## config.mk

```make
export PLATFORM = sky130hd
export DESIGN_NAME = picf_queue
export DESIGN_NICKNAME = d
export VERILOG_FILES = /design/src/hdl/picf_pkg.sv /design/src/hdl/picf_queue.sv
export SDC_FILE = /design/constraint.sdc
export NUM_CORES = 1
export LEC_CHECK = 0
export BUFFER_PORTS_ARGS = -buffer_cell sky130_fd_sc_hd__buf_4
export CAP_MARGIN = 25
export CELL_PAD_IN_SITES_DETAIL_PLACEMENT = 1
export CELL_PAD_IN_SITES_GLOBAL_PLACEMENT = 1
export CORE_ASPECT_RATIO = 1.1
export CORE_MARGIN = 2
export CORE_UTILIZATION = 35
export CTS_CLUSTER_SIZE = 28
export DETAILED_ROUTE_END_ITERATION = 7
export PLACE_DENSITY = 0.68
export SLEW_MARGIN = 20
export SYNTH_ARGS = -nofsm -noshare
export SYNTH_HDL_FRONTEND = slang
export SYNTH_SLANG_ARGS = --single-unit
```

## constraint.sdc

```tcl
create_clock -name clk -period 8.7 [get_ports clk]
set_input_delay 1.305 -clock clk [delete_from_list [all_inputs] [get_ports clk]]
set_output_delay 1.305 -clock clk [all_outputs]
set_load 0.01 [all_outputs]
```

## src/hdl/picf_pkg.sv

```systemverilog
// Package: shared types and constants for the pulse interval capture FIFO.
package picf_pkg;

    localparam int STAMP_W        = 32;
    localparam int FILL_W         = 9;
    localparam int RING_DEPTH_DEF = 512;
    localparam int QUEUE_DEPTH    = 4;
    localparam int QPTR_W         = $clog2(QUEUE_DEPTH);
    localparam int QCNT_W         = $clog2(QUEUE_DEPTH + 1);

    typedef enum logic {
        CMD_PULSE = 1'b0,
        CMD_POP   = 1'b1
    } cmd_t;

    typedef enum logic [2:0] {
        ST_STORED   = 3'd0,
        ST_DEAD     = 3'd1,
        ST_OVERRUN  = 3'd2,
        ST_INTERVAL = 3'd3,
        ST_FIRST    = 3'd4,
        ST_EMPTY    = 3'd5
    } status_t;

    typedef struct packed {
        cmd_t               command;
        logic [STAMP_W-1:0] timestamp;
    } in_item_t;

    typedef struct packed {
        status_t            status;
        logic [STAMP_W-1:0] interval;
        logic [STAMP_W-1:0] overrun_count;
        logic [FILL_W-1:0]  fill_level;
    } out_item_t;

    // Front-end classification of one item, handed to the back end
    typedef struct packed {
        logic               pop_hit;
        status_t            status;
        logic [STAMP_W-1:0] overrun;
        logic [FILL_W-1:0]  fill;
    } fe_beat_t;

    typedef struct packed {
        fe_beat_t           meta;
        logic [STAMP_W-1:0] stamp;
    } q_entry_t;

endpackage

```

## src/hdl/picf_queue.sv

```systemverilog
// Short queue between front end and back end.
module picf_queue
    import picf_pkg::*;
(
    input  logic     clk,
    input  logic     rst_n,
    input  logic     push_valid,
    output logic     push_ready,
    input  q_entry_t push_data,
    output logic     pop_valid,
    input  logic     pop_ready,
    output q_entry_t pop_data
);

    q_entry_t           entry_reg [0:QUEUE_DEPTH-1];
    logic [QPTR_W-1:0]  wr_ptr_reg, wr_ptr_next;
    logic [QPTR_W-1:0]  rd_ptr_reg, rd_ptr_next;
    logic [QCNT_W-1:0]  cnt_reg, cnt_next;
    logic               push;
    logic               pop;

    assign push_ready = cnt_reg != QCNT_W'(QUEUE_DEPTH);
    assign pop_valid  = cnt_reg != '0;
    assign pop_data   = entry_reg[rd_ptr_reg];
    assign push       = push_valid && push_ready;
    assign pop        = pop_valid && pop_ready;

    // pointer and count update
    always_comb
    begin
        wr_ptr_next = push ? wr_ptr_reg + 1'b1 : wr_ptr_reg;
        rd_ptr_next = pop ? rd_ptr_reg + 1'b1 : rd_ptr_reg;
        cnt_next    = cnt_reg;
        if (push && !pop)
            cnt_next = cnt_reg + 1'b1;
        else if (pop && !push)
            cnt_next = cnt_reg - 1'b1;
    end

    always_ff @(posedge clk or negedge rst_n)
    begin
        if (!rst_n)
        begin
            wr_ptr_reg <= '0;
            rd_ptr_reg <= '0;
            cnt_reg    <= '0;
        end
        else
        begin
            wr_ptr_reg <= wr_ptr_next;
            rd_ptr_reg <= rd_ptr_next;
            cnt_reg    <= cnt_next;
        end
    end

    always_ff @(posedge clk)
    begin
        if (push)
            entry_reg[wr_ptr_reg] <= push_data;
    end

endmodule

```

Word-level counts from Yosys, hierarchy flattened:

Memory sizes are Yosys's and may differ from the RTL's.
Cells that the tools add are included.

* flip-flop bits (word level): 7
* bits in writable memories: 308
* memories: 1

* $add $sub $neg: 4
* eq/ne operators: 1
* multiplexer cells: 4
* reduce and logical (&&, ||, !) cells: 8

Memory list
* entry_reg: words 4, bits a word 77, rd ports 1, clocked after memory_dff 0, write ports 1, RTL line picf_queue.sv:15 `q_entry_t entry_reg [0:QUEUE_DEPTH-1];`

Operators by type and width (count)
* $mux W3: 2
* $add A2 B1 Y2 const B: 2
* $logic_and A1 B1 Y1: 4
* $add A3 B1 Y3 const B: 1
* $ne A3 B3 Y1 const B: 1
* $reduce_bool A3 Y1: 1
* $sub A3 B1 Y3 const B: 1
* $logic_not A1 Y1: 2
* $mux W1: 2
* $reduce_bool A2 Y1: 1

Logic depth before layout (Yosys ltp):

Gate-level depths: netlist of run 1.

* depth in word-level cells: 6
* gate-level depth with buffers: 8

Worst setup path after synthesis of run 1:

Ideal clock, no wire load.

* kind: input to register
* start: input push_valid
* end: memory entry_reg[0][0] in the netlist's numbering (enable)
* setup time: 0.444 ns
* data arrival time: 3.408 ns
* setup slack: 4.848 ns
* stages on the path: 2
* path buffers: 0
* cell sequence: a21boi_2 and2_1

* word-level cells in the longest chain between the ends: 3

RTL lines
* start, declared: RTL line picf_queue.sv:7 `input logic push_valid,`
* $logic_and A1 B1 Y1: RTL line picf_queue.sv:25 `assign push = push_valid && push_ready;`
* $mux W1: RTL line picf_queue.sv:58 `if (push)`
* $mux W1 (implied by the code): RTL line picf_queue.sv:59 `entry_reg[wr_ptr_reg] <= push_data;`
* end, declared: RTL line picf_queue.sv:15

No other way between the ends.

==> results.toml, run 1 <==
[min_path]
min_path_type = "register to register"

[final_layout]
multi_input_area_um2 = 1960
final_core_util_pct = 43.7
stdcell_area_um2 = 14200
post_layout_nonfiller_instances = 1068
largest_reg_flops = 308
fillerInstances = 3020
syn_to_final_growth_pct = 22.9
sequential_cell_area_um2 = 9430
nNetsFinal = 705
antenna_cells_inserted = 0
layout-drive-gt1-share_pct = 45.8

[pwr]
vdd.ir_drop.worst_v = 0.000195
power.static_leakage_nw = 4.77
power.total_mw = 4.84
power-per-cell-area_nw_per_um2 = 342

[yosys]
leading_post_synthesis_cells_by_cell_area = "edfxtp_1 80%, mux4_2 15%, dfrtp_1 1.5%"
yosys_register_bits = 315
synth_largest_area_cell = "edfxtp_1"
syn-mean-instance-area_um2 = 26.3
mappedNetlistNets = 525
synth_cells = 438
synth_largest_type_area_fraction_pct = 80.3
syn-cell-area_um2 = 11500
yosysUniqueCellTypes = 20
sequential_share_of_the_synthesized_area_pct = 81.8
total_of_warnings_raised_by_yosys = 0

[route]
route.detailed.wl_per_inst_um = 21.3
first_pass_iters = 4
drt_iter0_drc = 349
ant_nets = 0
drt-total-wl_um = 22700
via_count = 5163
route.detailed.vias_per_inst = 4.83
remaining_drc_errors = 0

[status]
result_of_the_run = "completed"

[clock_tree]
clk_latency_ns = 0.56
worst_setup_hold_path_clk_slew_ns = 0.06
clock_path_buffers = 3
cts-root-buf = "clkbuf_16"
clock_tree_from_tritoncts = "done"
cts_resized = 0
ctsHtreeMaxLevel = 1
cts_setup_buffers = 0
hold_buffers = 0
cts_made_buffers = 31
clock-sinks = 315

[timing]
maxClockFrequency_mhz = 225
final_critical_path_setup_slack_ns = 4.27
worst_pin_slew_ns = 0.912
final_period_minus_worst_setup_slack_ns = 4.43
slew_headroom_pct = 39.2
layout_worst_path_cycle_share_pct = 51.0
final-hold-violation-count = 0
setup_viol = 0
drv_slew = 0
fin_tns_setup_ns = 0
rsz0062_at_grt = "false"
finalHoldWorstSlack_ns = 0.543
timing.clock.skew_ns = 0.00871

[grt]
antenna_found_initial = 1
vias_in_the_first_global_route = 5857
grt.total_usage_pct = 13.4
grt_max_degree = 50
globalRouteOverflowTotal = 0
global_route_wire_length_before_repair_um = 34900

[setup_path]
arrival_time_worst_endpoint_ns = 3.13
maximum_fanout_along_the_worst_path = 45
worstPathRequired_ns = 7.39
element_type_at_the_critical_path_end = "primary output"
crit_type = "register to primary output"
crit_path_start_kind = "register"

[floorplanning]
initial_core_utilization_pct = 35.6
top_level_ports = 160
fp.dieH_um = 194
dieWidth_um = 177
row_count = 69
design.die.area_um2 = 34400
placeable_core_area_um2 = 32400

[placed_design]
dpl.hpwl_um = 13800
dp.cells = 1011
place.port_buffers = 159
post_dp_cell_area_um2 = 13200
gp_routability_congestion = 0.657
setup_slack_placement_ns = 4.74

[job]
drv_cap = 0
cells in the final DEF, fill, tap and decap left out, drive strengths merged:
cell / synthesis / final
nand2: 2 / 2
xnor2: 4 / 4
fa: 1 / 1
bufinv: 0 / 2
clkinvlp: 0 / 2
ha: 5 / 5
buf: 14 / 165
clkbuf: 4 / 37
xor2: 2 / 2
mux2: 2 / 2
and2: 4 / 4
dfrtp: 7 / 7
mux4: 77 / 77
nand3: 1 / 1
edfxtp: 308 / 308
or3: 1 / 1
a21boi: 1 / 1
inv: 3 / 4
nor2: 2 / 2
clkinv: 0 / 15
layout make-up:
type	instances	share of cell area, %
clock buffer	37	5.64
clock inverter	20	1.13
inverter	3	0.0795
multi-input combinational	102	13.9
sequential	315	66.6
tap	426	3.76
timing repair buffer	165	8.89
synthesized netlist by cell type:
master	n
inv_1	3
xnor2_1	4
nor2_1	2
buf_2	7
mux2_2	2
buf_4	4
buf_6	1
nand2_1	2
buf_12	2
a21boi_2	1
and2_1	4
edfxtp_1	308
dfrtp_1	7
xor2_1	2
mux4_2	77
or3_1	1
fa_1	1
ha_1	5
nand3_1	1
clkbuf_1	4
path summary, 6_finish.rpt:
kind / start / endpoint / slack, ns / cells after the start
worst max-delay path: rd_ptr_reg[0]$_DFFE_PN0P_ / pop_data[21] / 4.27 / 3
worst min-delay path: cnt_reg[2]$_DFFE_PN0P_ / cnt_reg[2]$_DFFE_PN0P_ / 0.54 / 1
worst max register to register: cnt_reg[0]$_DFFE_PN0P_ / entry_reg[0][61]$_DFFE_PP_ / 6.12 / 4
worst min register to register: cnt_reg[2]$_DFFE_PN0P_ / cnt_reg[2]$_DFFE_PN0P_ / 0.54 / 1
max in group asynchronous: rst_n / rd_ptr_reg[0]$_DFFE_PN0P_ / 8.01 / 1
min in group asynchronous: rst_n / cnt_reg[1]$_DFFE_PN0P_ / 0.56 / 1
power by group:
part | internal [mW] | switching [mW] | total [mW]
logic | 0.739 | 0.673 | 1.41
clock network | 0.713 | 0.539 | 1.25
registers | 2.01 | 0.166 | 2.18
total | 3.46 | 1.38 | 4.84
logic make-up (layout without fill, tap and decap cells):
| group | count (synthesis) | in the layout | share of synthesized area, % |
|---|---|---|---|
| multiplexers | 79 | 79 | 15.2 |
| buffers and inverters | 21 | 225 | 1.24 |
| XOR/XNOR | 6 | 6 | 0.456 |
| flip-flops | 315 | 315 | 81.8 |
| AO/OA/AOI/OAI | 1 | 1 | 0.0977 |
| adder cells (fa/ha/maj) | 6 | 6 | 0.717 |
| AND/OR/NAND/NOR | 10 | 10 | 0.445 |
per-layer routing:
metal	routed length [µm]	GRT usage, %	vias up	part of all wire (%)
met1	9120	16.4	2759	40
met4	369	3.37	2	1.6
met5	11	0	-	0.048
met2	11900	23.8	140	52
met3	1330	3.06	30	5.8
li1	-	-	2232	-
worst max-delay path, stage by stage, from the launching register on:
cell and delay [ns]:
dfrtp_4 0.90, buf_4 0.81, mux4_2 0.62, buf_4 0.17
Power figures use the tool's default switching activity.
==> run 2, diff against run 1 <==
clock period = 4.2 ns   (was 8.7 ns; I/O delays follow)
==> run 2 against run 1 <==
Compared with the run above: worst hold slack worse by 0.22 ns; critical path depth unchanged; routed wire length up 4.6%; flip-flop and latch count unchanged; combinational power up 110%; final cell count up 0.47%; global-route usage up 0.77 points; via count up 0.95%; largest cell class unchanged.
==> results.toml, run 2 (same netlist as run 1, synthesis figures left out) <==
[floorplanning]
dieWidth_um = 177
design.die.area_um2 = 34400
top_level_ports = 160
row_count = 69
fp.dieH_um = 194
initial_core_utilization_pct = 35.6
placeable_core_area_um2 = 32400

[final_layout]
layout-drive-gt1-share_pct = 45.9
largest_reg_flops = 308
antenna_cells_inserted = 0
final_common_cell = "edfxtp_1"
nNetsFinal = 711
final_core_util_pct = 44.1
post_layout_nonfiller_instances = 1073
fillerInstances = 3009
syn_to_final_growth_pct = 23.9
multi_input_area_um2 = 1960
stdcell_area_um2 = 14300
layout.cells.most_common_list = "308 x edfxtp_1, 162 x buf_4, 77 x mux4_2"
sequential_cell_area_um2 = 9430

[route]
met3_wirelength_um = 1490
highest_layer = "met5"
route.detailed.wl_per_inst_um = 22.2
remaining_drc_errors = 0
ant_nets = 0
met2_wire_len_um = 12700
route.detailed.vias_per_inst = 4.86
drt_iter0_drc = 260
drt-total-wl_um = 23800
via_count = 5212
route.layer.met1.wl_um = 9110
first_pass_iters = 4

[timing]
final_critical_path_setup_slack_ns = 1.01
worst_pin_slew_ns = 0.680
slew_headroom_pct = 54.6
rsz0062_at_grt = "false"
drv_slew = 0
final-hold-violation-count = 0
timing.clock.skew_ns = 0.00714
finalHoldWorstSlack_ns = 0.328
setup_viol = 0
layout_worst_path_cycle_share_pct = 75.9
final_period_minus_worst_setup_slack_ns = 3.19
maxClockFrequency_mhz = 314
fin_tns_setup_ns = 0

[clock_tree]
clock-sinks = 315
ctsHtreeMaxLevel = 2
cts_resized = 0
clock_tree_from_tritoncts = "done"
clk_latency_ns = 0.49
cts_setup_buffers = 0
cts-root-buf = "clkbuf_16"
hold_buffers = 1
worst_setup_hold_path_clk_slew_ns = 0.06
clock_path_buffers = 3
cts_made_buffers = 34

[placed_design]
dpl.hpwl_um = 14300
dp.cells = 1013
post_dp_cell_area_um2 = 13300
setup_slack_placement_ns = 1.47
gp_routability_congestion = 0.695
place.port_buffers = 159

[grt]
antenna_found_initial = 1
vias_in_the_first_global_route = 6016
globalRouteOverflowTotal = 0
grt.total_usage_pct = 14.2
global_route_wire_length_before_repair_um = 36100
grt_max_degree = 47

[setup_path]
arrival_time_worst_endpoint_ns = 2.56
crit_type = "register to primary output"
maximum_fanout_along_the_worst_path = 33
timing.critical_path.from = "rd_ptr_reg[0]$_DFFE_PN0P_"
crit_path_start_kind = "register"
element_type_at_the_critical_path_end = "primary output"
worstPathRequired_ns = 3.57
reg2reg_from = "cnt_reg[0]$_DFFE_PN0P_"

[pwr]
power.static_leakage_nw = 4.83
vdd.ir_drop.worst_v = 0.000354
power-per-cell-area_nw_per_um2 = 715
power.total_mw = 10.2

[min_path]
worst_hold_startpoint = "push_data[49]"
min_path_type = "input pin to register"

[job]
drv_cap = 0

[status]
result_of_the_run = "completed"
==> run 2: changes by cell type in the layout (fill, tap and decap cells not counted) <==
| cell | before | now |
|---|---|---|
| buf_12 | 0 | 5 |
| clkinv_4 | 3 | 0 |
| clkbuf_16 | 31 | 35 |
| clkinv_2 | 4 | 5 |
| clkinv_1 | 8 | 11 |
| dlygate4sd3_1 | 0 | 1 |
| bufinv_16 | 2 | 1 |
| buf_16 | 1 | 0 |
| clkinvlp_4 | 2 | 1 |
| inv_6 | 1 | 2 |
| clkbuf_1 | 6 | 4 |
| buf_4 | 164 | 162 |
==> run 2: worst max-delay path, cell delays in order (launching register included) <==
cell and delay, ns:
dfrtp_4 0.85, buf_4 0.41, mux4_2 0.58, buf_4 0.17
==> run 2: cell type report <==
type / instances / share of cell area, %
well taps: 426 / 3.73
clock inverters: 20 / 0.850
inverters: 3 / 0.0789
flip-flops and latches: 315 / 66.1
clock buffers: 39 / 6.24
repair buffers: 168 / 9.29
multi-input cells: 102 / 13.8
==> run 2: worst paths after layout <==
check / to / slack, ns / depth (start not counted)
setup / recovery: pop_data[24] / 1.01 / 3
hold / removal: entry_reg[3][49]$_DFFE_PP_ / 0.33 / 1
setup reg to reg: entry_reg[1][60]$_DFFE_PP_ / 1.92 / 4
hold reg to reg: cnt_reg[2]$_DFFE_PN0P_ / 0.55 / 1
max in group asynchronous: rd_ptr_reg[0]$_DFFE_PN0P_ / 3.56 / 2
min in group asynchronous: cnt_reg[2]$_DFFE_PN0P_ / 0.50 / 2
==> run 2: metal layers <==
| layer | up-vias | global-route usage (%) |
|---|---|---|
| li1 | 2248 | - |
| met1 | 2754 | 16.4 |
| met2 | 162 | 25.4 |
| met3 | 46 | 3.94 |
| met4 | 2 | 4.32 |
| met5 | - | 0 |
==> run 2: report_power, final <==
group	switching (mW)	internal [mW]
registers	0.324	4.16
logic	1.45	1.57
clock network	1.13	1.58
total	2.91	7.31
