--- src/hdl/picf_pkg.sv ---
// Package: shared types and constants for the pulse interval capture FIFO.
package picf_pkg;

    localparam int STAMP_W        = 32;
    localparam int FILL_W         = 9;
    localparam int RING_DEPTH_DEF = 512;
    localparam int QUEUE_DEPTH    = 4;
    localparam int QPTR_W         = $clog2(QUEUE_DEPTH);
    localparam int QCNT_W         = $clog2(QUEUE_DEPTH + 1);

    typedef enum logic {
        CMD_PULSE = 1'b0,
        CMD_POP   = 1'b1
    } cmd_t;

    typedef enum logic [2:0] {
        ST_STORED   = 3'd0,
        ST_DEAD     = 3'd1,
        ST_OVERRUN  = 3'd2,
        ST_INTERVAL = 3'd3,
        ST_FIRST    = 3'd4,
        ST_EMPTY    = 3'd5
    } status_t;

    typedef struct packed {
        cmd_t               command;
        logic [STAMP_W-1:0] timestamp;
    } in_item_t;

    typedef struct packed {
        status_t            status;
        logic [STAMP_W-1:0] interval;
        logic [STAMP_W-1:0] overrun_count;
        logic [FILL_W-1:0]  fill_level;
    } out_item_t;

    // Front-end classification of one item, handed to the back end
    typedef struct packed {
        logic               pop_hit;
        status_t            status;
        logic [STAMP_W-1:0] overrun;
        logic [FILL_W-1:0]  fill;
    } fe_beat_t;

    typedef struct packed {
        fe_beat_t           meta;
        logic [STAMP_W-1:0] stamp;
    } q_entry_t;

endpackage

--- src/hdl/picf_back.sv ---
// Back end: turns popped timestamps into intervals, holds the output register.
module picf_back
    import picf_pkg::*;
(
    input  logic      clk,
    input  logic      rst_n,
    input  logic      q_valid,
    output logic      q_ready,
    input  q_entry_t  q_data,
    output logic      out_valid,
    input  logic      out_ready,
    output out_item_t out_data
);

    logic               out_valid_reg, out_valid_next;
    out_item_t          out_data_reg, out_data_next;
    logic [STAMP_W-1:0] prev_time_reg, prev_time_next;
    logic               have_prev_reg, have_prev_next;
    logic               take;

    assign q_ready   = !out_valid_reg || out_ready;
    assign take      = q_valid && q_ready;
    assign out_valid = out_valid_reg;
    assign out_data  = out_data_reg;

    // result assembly
    always_comb
    begin
        prev_time_next              = prev_time_reg;
        have_prev_next              = have_prev_reg;
        out_data_next.status        = q_data.meta.status;
        out_data_next.interval      = '0;
        out_data_next.overrun_count = q_data.meta.overrun;
        out_data_next.fill_level    = q_data.meta.fill;
        if (q_data.meta.pop_hit)
        begin
            if (have_prev_reg)
            begin
                out_data_next.status   = ST_INTERVAL;
                out_data_next.interval = q_data.stamp - prev_time_reg;
            end
            else
            begin
                out_data_next.status = ST_FIRST;
            end
            prev_time_next = q_data.stamp;
            have_prev_next = 1'b1;
        end
    end

    // output beat valid
    always_comb
    begin
        if (take)
            out_valid_next = 1'b1;
        else if (out_ready)
            out_valid_next = 1'b0;
        else
            out_valid_next = out_valid_reg;
    end

    always_ff @(posedge clk or negedge rst_n)
    begin
        if (!rst_n)
        begin
            out_valid_reg <= 1'b0;
            prev_time_reg <= '0;
            have_prev_reg <= 1'b0;
        end
        else
        begin
            out_valid_reg <= out_valid_next;
            if (take)
            begin
                prev_time_reg <= prev_time_next;
                have_prev_reg <= have_prev_next;
            end
        end
    end

    always_ff @(posedge clk)
    begin
        if (take)
            out_data_reg <= out_data_next;
    end

endmodule

--- config.mk ---
export PLATFORM = sky130hd
export DESIGN_NAME = picf_back
export DESIGN_NICKNAME = d
export VERILOG_FILES = /design/src/hdl/picf_pkg.sv /design/src/hdl/picf_back.sv
export SDC_FILE = /design/constraint.sdc
export NUM_CORES = 1
export LEC_CHECK = 0
export BUFFER_PORTS_ARGS = -buffer_cell sky130_fd_sc_hd__buf_2
export CORE_UTILIZATION = 53
export CTS_BUF_LIST = sky130_fd_sc_hd__clkbuf_4 sky130_fd_sc_hd__clkbuf_8 sky130_fd_sc_hd__clkbuf_16
export DETAILED_ROUTE_END_ITERATION = 10
export GPL_TIMING_DRIVEN = 0
export HOLD_SLACK_MARGIN = 0.15
export PLACE_DENSITY = 0.81
export SLEW_MARGIN = 20
export SYNTH_ARGS = -nofsm -noshare
export SYNTH_HDL_FRONTEND = slang
export SYNTH_SLANG_ARGS = --single-unit
--- constraint.sdc ---
create_clock -name clk -period 4.8 [get_ports clk]
set_clock_uncertainty 0.15 [all_clocks]
set_input_delay 0.24 -clock clk [delete_from_list [all_inputs] [get_ports clk]]
set_output_delay 0.24 -clock clk [all_outputs]
set_load 0.01 [all_outputs]
# Word level (Yosys, flattened, before mapping)
# Cells that the tools add are included.
# Widths: inputs -> output; s select.
# op_classes
add_sub_neg	1
mux	5
reduce_logical	6
# ops
cell	n
$mux 35	1
$mux 32	1
$sub 32x32->32	1
$reduce_and 2->1	2
$mux 3	1
$mux 1	2
$reduce_bool 2->1	1
$logic_and 1x1->1	1
$logic_not 1->1	1
$logic_or 1x1->1	1
# totals
reg_bits	110
output_inout_bits	78

# Logic depth before layout (Yosys ltp)
# Gate-level depths: netlist of run 1.
# logic_depth
depth_word	4
depth_mapped	10

# Worst setup path before layout of run 1
# No wires, ideal clock.
# synth_path
kind	reg2reg
startpoint	register out_valid_reg (netlist: out_valid)
endpoint	register prev_time_reg[20]
arrival_ns	3.589
t_required_ns	4.525
slack_ns	0.936
stages_incl_launch_ff	6
path_buffers	1
synth_period_minus_slack_ns	3.864
cell_sequence	dfrtp_1 -> nand2b_1 -> and2_1 -> nand2_1 -> clkbuf_1 -> mux2_2
# synth_via
elab_chain_len	4
# synth_rtl
item	line_no	source
start, declared	picf_back.sv:15	logic out_valid_reg, out_valid_next;
start signal, assigned	picf_back.sv:72	out_valid_reg <= out_valid_next;
$logic_not 1->1	picf_back.sv:21	assign q_ready = !out_valid_reg || out_ready;
$logic_or 1x1->1	picf_back.sv:21	
net q_ready	picf_back.sv:8	output logic q_ready,
$logic_and 1x1->1	picf_back.sv:22	assign take = q_valid && q_ready;
$reduce_and 2->1 (no line)	n/a	
end signal, assigned	picf_back.sv:75	prev_time_reg <= prev_time_next;
end, declared	picf_back.sv:17	logic [STAMP_W-1:0] prev_time_reg, prev_time_next;
# The timed path passes the listed nets, and every way through them passes these cells.
# A chain may end at the register's enable or synchronous reset.

# Worst setup path after layout of run 1
# layout_path
startpoint	input port q_data[22] in the netlist's numbering
endpoint	register out_data_reg (netlist bit out_data[68]), data pin
# layout_via
elab_chain_len	1
# layout_rtl
item	line_no	source
start, declared	picf_back.sv:9	input q_entry_t q_data,
$sub 32x32->32	picf_back.sv:40	out_data_next.interval = q_data.stamp - prev_time_reg;
end signal, assigned	picf_back.sv:84	out_data_reg <= out_data_next;
end, declared	picf_back.sv:16	out_item_t out_data_reg, out_data_next;
# Every way passes these cells.

==> Flow_metrics.wiki, run 1 <==
{| class="wikitable"
! Metric !! Value
|-
| Status || finished, final reports clean
|-
| Height of the die || 105.4 µm
|-
| Via count of the first global-routing pass || 4657
|-
| Total Die Area || 0.01110 mm²
|-
| Distinct cell type count after synthesis || 50
|-
| DR vias/cell || 5.446
|-
| Mean area per synthesized cell || 11.58 µm²
|-
| Most instantiated cells after synthesis || 76 x sky130_fd_sc_hd__edfxtp_1, 41 x sky130_fd_sc_hd__inv_1, 35 x sky130_fd_sc_hd__nor2_1
|-
| Timing startpoint of the critical path || q_data[22]
|-
| Final setup vio count || 0
|-
| Reg power frac || 44.0%
|-
| CP delay by family, top || compound AO/OA/AOI/OAI gates
|-
| Cell chosen for the clock root || sky130_fd_sc_hd__clkbuf_8
|-
| Combined global-route utilization of all metal layers || 27.16%
|-
| Overall via count from detail_route || 4787
|-
| Sequential-to-total area share from yosys stat || 55.34%
|-
| Global route overflow || 0
|-
| Maximum fanout encountered on the critical timing path || 7
|-
| Dpl hpwl || 10110 µm
|-
| Fin nets || 851
|-
| Hold Worst Slack || 0.1537 ns
|-
| Post-CTS setup buffers || 0
|-
| Number of cells on the worst hold path || 3
|-
| Library cell with the largest summed area after synthesis || sky130_fd_sc_hd__edfxtp_1
|-
| Share of total power consumed by net switching || 33.24%
|-
| Arrival time of data at the critical path endpoint || 3.04 ns
|-
| YS warnings || 0
|-
| H-tree Lvls || 3
|-
| Worst path cell trace || dlygate4sd3_1, buf_2, ha_1, clkbuf_1, nand2_1, o21ai_0, nor3_1, nor2b_1, a311oi_2, nor2_1, a211o_1
|-
| Pin count of the biggest net entering global routing || 45
|-
| Final period demand of the worst path || 3.052 ns
|-
| Setup Crit Path Kind || in2reg
|-
| Count of cells along the worst register-to-register path || 10
|-
| Slew of the pin with the lowest slew margin || 0.8181 ns
|-
| Async SR Flop Fraction || 30.91%
|-
| Maximum number of buffers from clock root to sink || 2
|-
| Fraction of layout instances using a drive strength above 1 || 29.38%
|-
| Required time of the critical path || 4.79 ns
|-
| Slowest cell on the critical path || sky130_fd_sc_hd__dlygate4sd3_1
|-
| Worst Setup Start Kind || input port
|-
| Cell area after placement || 0.006645 mm²
|-
| Number of clock buffers inserted by TritonCTS || 9
|-
| Leading cell types by total area after synthesis || sky130_fd_sc_hd__edfxtp_1 40%, sky130_fd_sc_hd__dfrtp_1 15%, sky130_fd_sc_hd__ha_1 6.9%
|-
| Unrepaired setup endpoints after global routing || no
|-
| Top-area cell type share of the netlist area || 40.31%
|-
| TritonCTS clock tree || built
|-
| Tightest Hold Check Type || in2reg
|-
| Count of TritonRoute iterations in the first routing pass || 5
|-
| Max Slew Vio Count || 0
|-
| Max_slew headroom || 45.46%
|-
| Maximum vdd drop || 0.2242 mV
|-
| Combined buffer and inverter count along the critical path || 3
|-
| Main flop type after synthesis || sky130_fd_sc_hd__edfxtp_1
|-
| CP peak stage delay || 0.53 ns
|-
| Maximum capacitance violations || 0
|-
| Number of antenna violations at the first check in global routing || 1
|-
| Total count of hold-check failures in the final report || 0
|-
| Port buffer count || 158
|-
| Avg WL per Cell || 16.47 µm
|-
| Library cell with the highest instance count after synthesis || sky130_fd_sc_hd__edfxtp_1
|-
| Hold buffer count at cts || 79
|-
| Final Cycle Share || 63.58%
|-
| Start point of the worst hold path || q_data[73]
|-
| CP endpoint kind || register
|-
| Width of the die || 105.4 µm
|-
| Logic depth of the worst setup path including buffers || 11
|-
| Post-Synthesis Cell Area || 0.005662 mm²
|-
| Post-synth EDFFs || 76
|-
| Combinational power share || 34.7%
|-
| Ports placed on the boundary || 159
|-
| Power density normalized to cell area || 354.8 mW/mm²
|-
| Leakage dissipation || 3.347 nW
|-
| Clock edge transition at the registers on the reported setup and hold paths || 0.10 ns
|-
| Clock insertion delay at the later pin of the skew report || 0.38 ns
|-
| Flip-flop count of the largest register after layout || 76
|-
| Summed area of non-filler cells in the final layout || 0.007637 mm²
|-
| Cell count after synthesis || 489
|-
| Clock net sink count || 110
|-
| Initial core utilization || 54.84%
|-
| Reg2Reg Launch Point || prev_time_reg[22]$_DFFE_PN0P_
|-
| Placeable core region || 0.01032 mm²
|-
| Switching power total || 0.0009007 W
|-
| DRC violation count after routing || 0
|-
| Post-synthesis to final-layout area growth || 34.89%
|-
| Number of resized instances in the post-cts repair step || 0
|-
| Detailed-route wire length || 14480 µm
|-
| Clock power frac || 21.3%
|-
| Initial detailed-routing violation count || 283
|-
| Flip-flop and latch count after synthesis || 110
|-
| Routability cong. || 0.8821
|-
| Cell Rows || 37
|-
| Global-route wire length before repair || 23180 µm
|-
| Number of nets with antenna violations after detailed routing || 0
|-
| Maximum clock rate || 0.3277 GHz
|-
| Internal power consumption || 0.001809 W
|-
| Net Count, Synth || 602
|}
==> kinds of logic (layout without fill, tap and decap cells) <==
group,Yosys count,after routing,share of synthesized area [%]
simple gates,120,120,10.41
compound gates,113,113,13.19
flops,110,110,55.34
buf+inv,60,313,4.044
mux,36,36,7.028
fa+ha+maj,32,32,7.204
xor+xnor,18,18,2.785
other cells,0,1,0
==> power groups by stage <==
stage               clock network (W)  registers (W)  logic, W
floorplan                           0        0.00124  0.000586
finish                       0.000576        0.00119  0.000941
global placement                    0        0.00121  0.000854
detailed placement                  0        0.00121  0.000875
CTS                          0.000574        0.00119  0.000930
global route                 0.000614        0.00120   0.00104
==> metal layers <==
metal / share of wire, % / vias up / wire (µm) / track usage, %
met1: 42 / 2304 / 6047 / 33.87
met4: 1.9 / 0 / 273 / 9.658
met3: 5.4 / 19 / 789 / 3.154
met5: 0 / - / 0 / 0
li1: - / 2271 / - / -
met2: 51 / 193 / 7368 / 48.59
==> through the flow <==
stage          setup slack, ns  util [%]  instances  setup TNS [ns]  total power [W]
2_1_floorplan           0.9364         -        489               0         0.001825
3_3_place_gp         -0.002890     64.15        783        -0.01498         0.002064
3_5_place_dp             1.911     64.37        784               0         0.002088
4_1_cts                  1.759     73.95        878               0         0.002695
5_1_grt                  1.522     73.98        879               0         0.002862
6_report                 1.748     73.98        879               0         0.002710
==> final cells by class <==
cell class	instances	area [µm²]
Sequential cell	110	3133
Fill cell	682	2686
Multi-Input combinational cell	319	2302
Timing Repair Buffer	238	1602
Tap cell	136	170.2
Inverter	41	153.9
Clock buffer	10	131.4
Buffer	19	75.07
Clock inverter	5	67.56
Antenna cell	1	2.502
==> layout by cell type, fill, tap and decap left out, types with 10 or more instances in the layout <==
cell / instances
sky130_fd_sc_hd__clkbuf_1: 18
sky130_fd_sc_hd__dlygate4sd3_1: 79
sky130_fd_sc_hd__nor2_1: 35
sky130_fd_sc_hd__mux2_2: 30
sky130_fd_sc_hd__ha_1: 31
sky130_fd_sc_hd__buf_2: 158
sky130_fd_sc_hd__xnor2_1: 12
sky130_fd_sc_hd__o21ai_0: 26
sky130_fd_sc_hd__nand4_1: 10
sky130_fd_sc_hd__nand2_1: 26
sky130_fd_sc_hd__nor3_1: 11
sky130_fd_sc_hd__a21oi_1: 30
sky130_fd_sc_hd__edfxtp_1: 76
sky130_fd_sc_hd__dfrtp_1: 34
sky130_fd_sc_hd__inv_1: 41
==> path summary, 6_finish.rpt <==
kind,end,slack (ns)
max in group asynchronous,prev_time_reg[30]$_DFFE_PN0P_,3.63
setup / recovery,out_data[68]$_SDFFCE_PN0P_,1.75
setup reg to reg,out_data[68]$_SDFFCE_PN0P_,1.89
hold / removal,out_data[73]$_DFFE_PP_,0.15
min in group asynchronous,prev_time_reg[8]$_DFFE_PN0P_,0.34
hold reg to reg,prev_time_reg[0]$_DFFE_PN0P_,0.35
==> tightest hold or removal path: stages <==
cell and delay [ns]:
sky130_fd_sc_hd__buf_2 0.10, sky130_fd_sc_hd__inv_1 0.05, sky130_fd_sc_hd__o21ai_0 0.10
Note: power is estimated with default switching activity, not from simulation.
==> run 2: changes to the inputs <==
==> constraint.sdc (replaced) <==
create_clock -name clk -period 3.1 [get_ports clk]
set_clock_uncertainty 0.15 [all_clocks]
set_input_delay 0.155 -clock clk [delete_from_list [all_inputs] [get_ports clk]]
set_output_delay 0.155 -clock clk [all_outputs]
set_load 0.01 [all_outputs]
==> run 2 against run 1 <==
Sequential power up 55%. Count of clock-buffer cells in the layout down 1. Critical endpoint is now out_data[71]$_SDFFCE_PN0P_. Via count down 0.65%. Largest power group unchanged.
==> Flow_metrics.wiki, run 2 (synthesis results as in run 1) <==
{| class="wikitable"
! Metric !! Value
|-
| Dpl hpwl || 10450 µm (+3.4%)
|-
| Post-synthesis to final-layout area growth || 35.56%
|-
| Worst Setup Start Kind || input port
|-
| Tightest Hold Check Type || in2async
|-
| Flip-flop count of the largest register after layout || 76 (unchanged)
|-
| Clock net sink count || 110 (unchanged)
|-
| Ports placed on the boundary || 159 (unchanged)
|-
| Total count of hold-check failures in the final report || 0 (unchanged)
|-
| DR vias/cell || 5.392 (-0.99%)
|-
| Setup Crit Path Kind || in2reg
|-
| Max_slew headroom || 44.66% (-0.80 points)
|-
| Combinational power share || 35.2% (+0.5 points)
|-
| Leakage dissipation || 3.354 nW (+0.20%)
|-
| Cell Rows || 37 (unchanged)
|-
| Share of total power consumed by net switching || 33.54% (+0.30 points)
|-
| Final setup vio count || 0 (unchanged)
|-
| CP endpoint kind || register
|-
| Port buffer count || 158 (unchanged)
|-
| Hold Worst Slack || 0.2495 ns (+0.09574 ns)
|-
| Via count of the first global-routing pass || 4717 (+1.3%)
|-
| Clock insertion delay at the later pin of the skew report || 0.38 ns (about the same)
|-
| Slack of the worst reg-to-reg path || 0.20 ns (-1.69 ns)
|-
| Combined global-route utilization of all metal layers || 28.61% (+1.5 points)
|-
| Maximum number of buffers from clock root to sink || 2 (unchanged)
|-
| Worst path cell trace || dlygate4sd3_1, buf_2, inv_1, ha_1, fa_1, nor2b_1, o31ai_2, a211oi_2, nor3b_1, or3_1, a21o_1, a21oi_1
|-
| Number of nets with antenna violations after detailed routing || 0 (unchanged)
|-
| H-tree Lvls || 3 (unchanged)
|-
| Setup TNS after final layout || 0 ns (unchanged)
|-
| CP peak stage delay || 0.53 ns (about the same)
|-
| Maximum capacitance violations || 0 (unchanged)
|-
| Combined buffer and inverter count along the critical path || 3 (unchanged)
|-
| Maximum fanout encountered on the critical timing path || 4 (-3)
|-
| Global-route wire length before repair || 24310 µm (+4.8%)
|-
| Internal power consumption || 0.002795 W (+54%)
|-
| Logic depth of the worst setup path including buffers || 12 (+1)
|-
| DRC violation count after routing || 0 (unchanged)
|-
| Routability cong. || 0.8642 (-2.0%)
|-
| Top library cells by usage in the layout, fill and taps aside || 158 x sky130_fd_sc_hd__buf_2, 82 x sky130_fd_sc_hd__dlygate4sd3_1, 76 x sky130_fd_sc_hd__edfxtp_1
|-
| Post-CTS setup buffers || 0 (unchanged)
|-
| Clock power frac || 20.8% (-0.5 points)
|-
| Clock edge transition at the registers on the reported setup and hold paths || 0.11 ns (about the same)
|-
| Maximum vdd drop || 0.2746 mV (+22%)
|-
| Power density normalized to cell area || 547.9 mW/mm² (+54%)
|-
| Endpoint of the worst register-to-register path || out_data[71]$_SDFFCE_PN0P_
|-
| Slowest cell on the critical path || sky130_fd_sc_hd__dlygate4sd3_1
|-
| Pin count of the biggest net entering global routing || 53 (+18%)
|-
| Timing startpoint of the critical path || q_data[0]
|-
| Maximum clock rate || 0.3366 GHz
|-
| Count of cells along the worst register-to-register path || 9 (-1)
|-
| Width of the die || 105.4 µm (unchanged)
|-
| Fraction of layout instances using a drive strength above 1 || 29.26% (-0.12 points)
|-
| Count of TritonRoute iterations in the first routing pass || 5 (unchanged)
|-
| Reg power frac || 44.0% (about the same)
|-
| Layer carrying the most global-route usage || met2
|-
| Met2 GRT Util || 50.14% (+1.6 points)
|-
| Final period demand of the worst path || 2.971 ns
|-
| Fin nets || 854 (+0.35%)
|-
| Switching power total || 0.001410 W (+57%)
|-
| TritonCTS clock tree || built
|-
| Detailed-route wire length || 15370 µm (+6.1%)
|-
| Total Die Area || 0.01110 mm² (unchanged)
|-
| Initial core utilization || 54.84% (unchanged)
|-
| Required time of the critical path || 3.17 ns (-1.62 ns)
|-
| Most common cell after layout, fill and taps aside || sky130_fd_sc_hd__buf_2
|-
| Height of the die || 105.4 µm (unchanged)
|-
| Initial detailed-routing violation count || 288 (+1.8%)
|-
| Global-route met1 utilization || 34.94% (+1.1 points)
|-
| Arrival time of data at the critical path endpoint || 3.04 ns (about the same)
|-
| Overall via count from detail_route || 4756 (-0.65%)
|-
| Max Slew Vio Count || 0 (unchanged)
|-
| Slew of the pin with the lowest slew margin || 0.8301 ns (+0.01199 ns)
|-
| Status || finished, final reports clean
|-
| Number of antenna violations at the first check in global routing || 0 (-1)
|-
| Cell chosen for the clock root || sky130_fd_sc_hd__clkbuf_8
|-
| Global routing usage on met3 || 5.009% (+1.9 points)
|-
| Number of clock buffers inserted by TritonCTS || 9 (unchanged)
|-
| Final Cycle Share || 95.83%
|-
| Placeable core region || 0.01032 mm² (unchanged)
|-
| CP delay by family, top || simple AND/OR/NAND/NOR gates
|-
| Global route overflow || 0 (unchanged)
|-
| Avg WL per Cell || 17.42 µm (+5.8%)
|-
| Reg2Reg Launch Point || prev_time_reg[0]$_DFFE_PN0P_
|-
| Unrepaired setup endpoints after global routing || no
|}
==> run 2: repair_timing <==
item / 4_1_cts / 5_1_grt
hold buffers: 82 / 0
setup endpoints to repair: 0 / 4
endpoints found under the hold margin: 113 / 0
resized for setup: 0 / 2
==> run 2: layout make-up <==
class / count / area [µm²]
clock inverter: 6 / 70.07
antenna: 1 / 2.502
buffer: 19 / 75.07
tap: 136 / 170.2
fill: 706 / 2649
timing repair buffer: 241 / 1639
multi-input combinational: 319 / 2307
clock buffer: 9 / 123.9
inverter: 41 / 153.9
sequential: 110 / 3133
==> run 2: per-stage QoR <==
step	total power (W)	utilization (%)	area [µm²]	std cells	worst slack, ns
4_1_cts	0.004176	74.27	7667	881	0.1039
6_report	0.004205	74.34	7675	882	0.1293
3_3_place_gp	0.003189	64.16	6624	783	-0.3260
3_5_place_dp	0.003241	64.44	6653	784	0.1617
2_1_floorplan	0.002824	-	5663	489	0.2311
5_1_grt	0.004433	74.32	7672	881	0.01551
==> run 2: how the worst max path moves through the flow <==
stage / slack, ns / endpoint
after floorplan: 0.23 / prev_time_reg[20]$_DFFE_PN0P_
after global placement: -0.33 / prev_time_reg[4]$_DFFE_PN0P_
after detailed placement: 0.16 / out_data[68]$_SDFFCE_PN0P_
after CTS: 0.10 / out_data[68]$_SDFFCE_PN0P_
after global routing: 0.02 / out_data[71]$_SDFFCE_PN0P_
final: 0.13 / out_data[71]$_SDFFCE_PN0P_
==> run 2: power groups by stage <==
stage	logic (W)	registers, W	clock network, W
CTS	0.00145	0.00184	0.000880
detailed placement	0.00136	0.00188	0
global route	0.00163	0.00187	0.000937
global placement	0.00132	0.00187	0
finish	0.00148	0.00185	0.000874
floorplan	0.000908	0.00192	0
==> run 2: routing by layer <==
| layer | vias to the layer above | routed length [µm] |
|---|---|---|
| met1 | 2257 | 6218 |
| li1 | 2286 | - |
| met3 | 28 | 974 |
| met2 | 185 | 7828 |
| met5 | - | 0 |
| met4 | 0 | 346 |
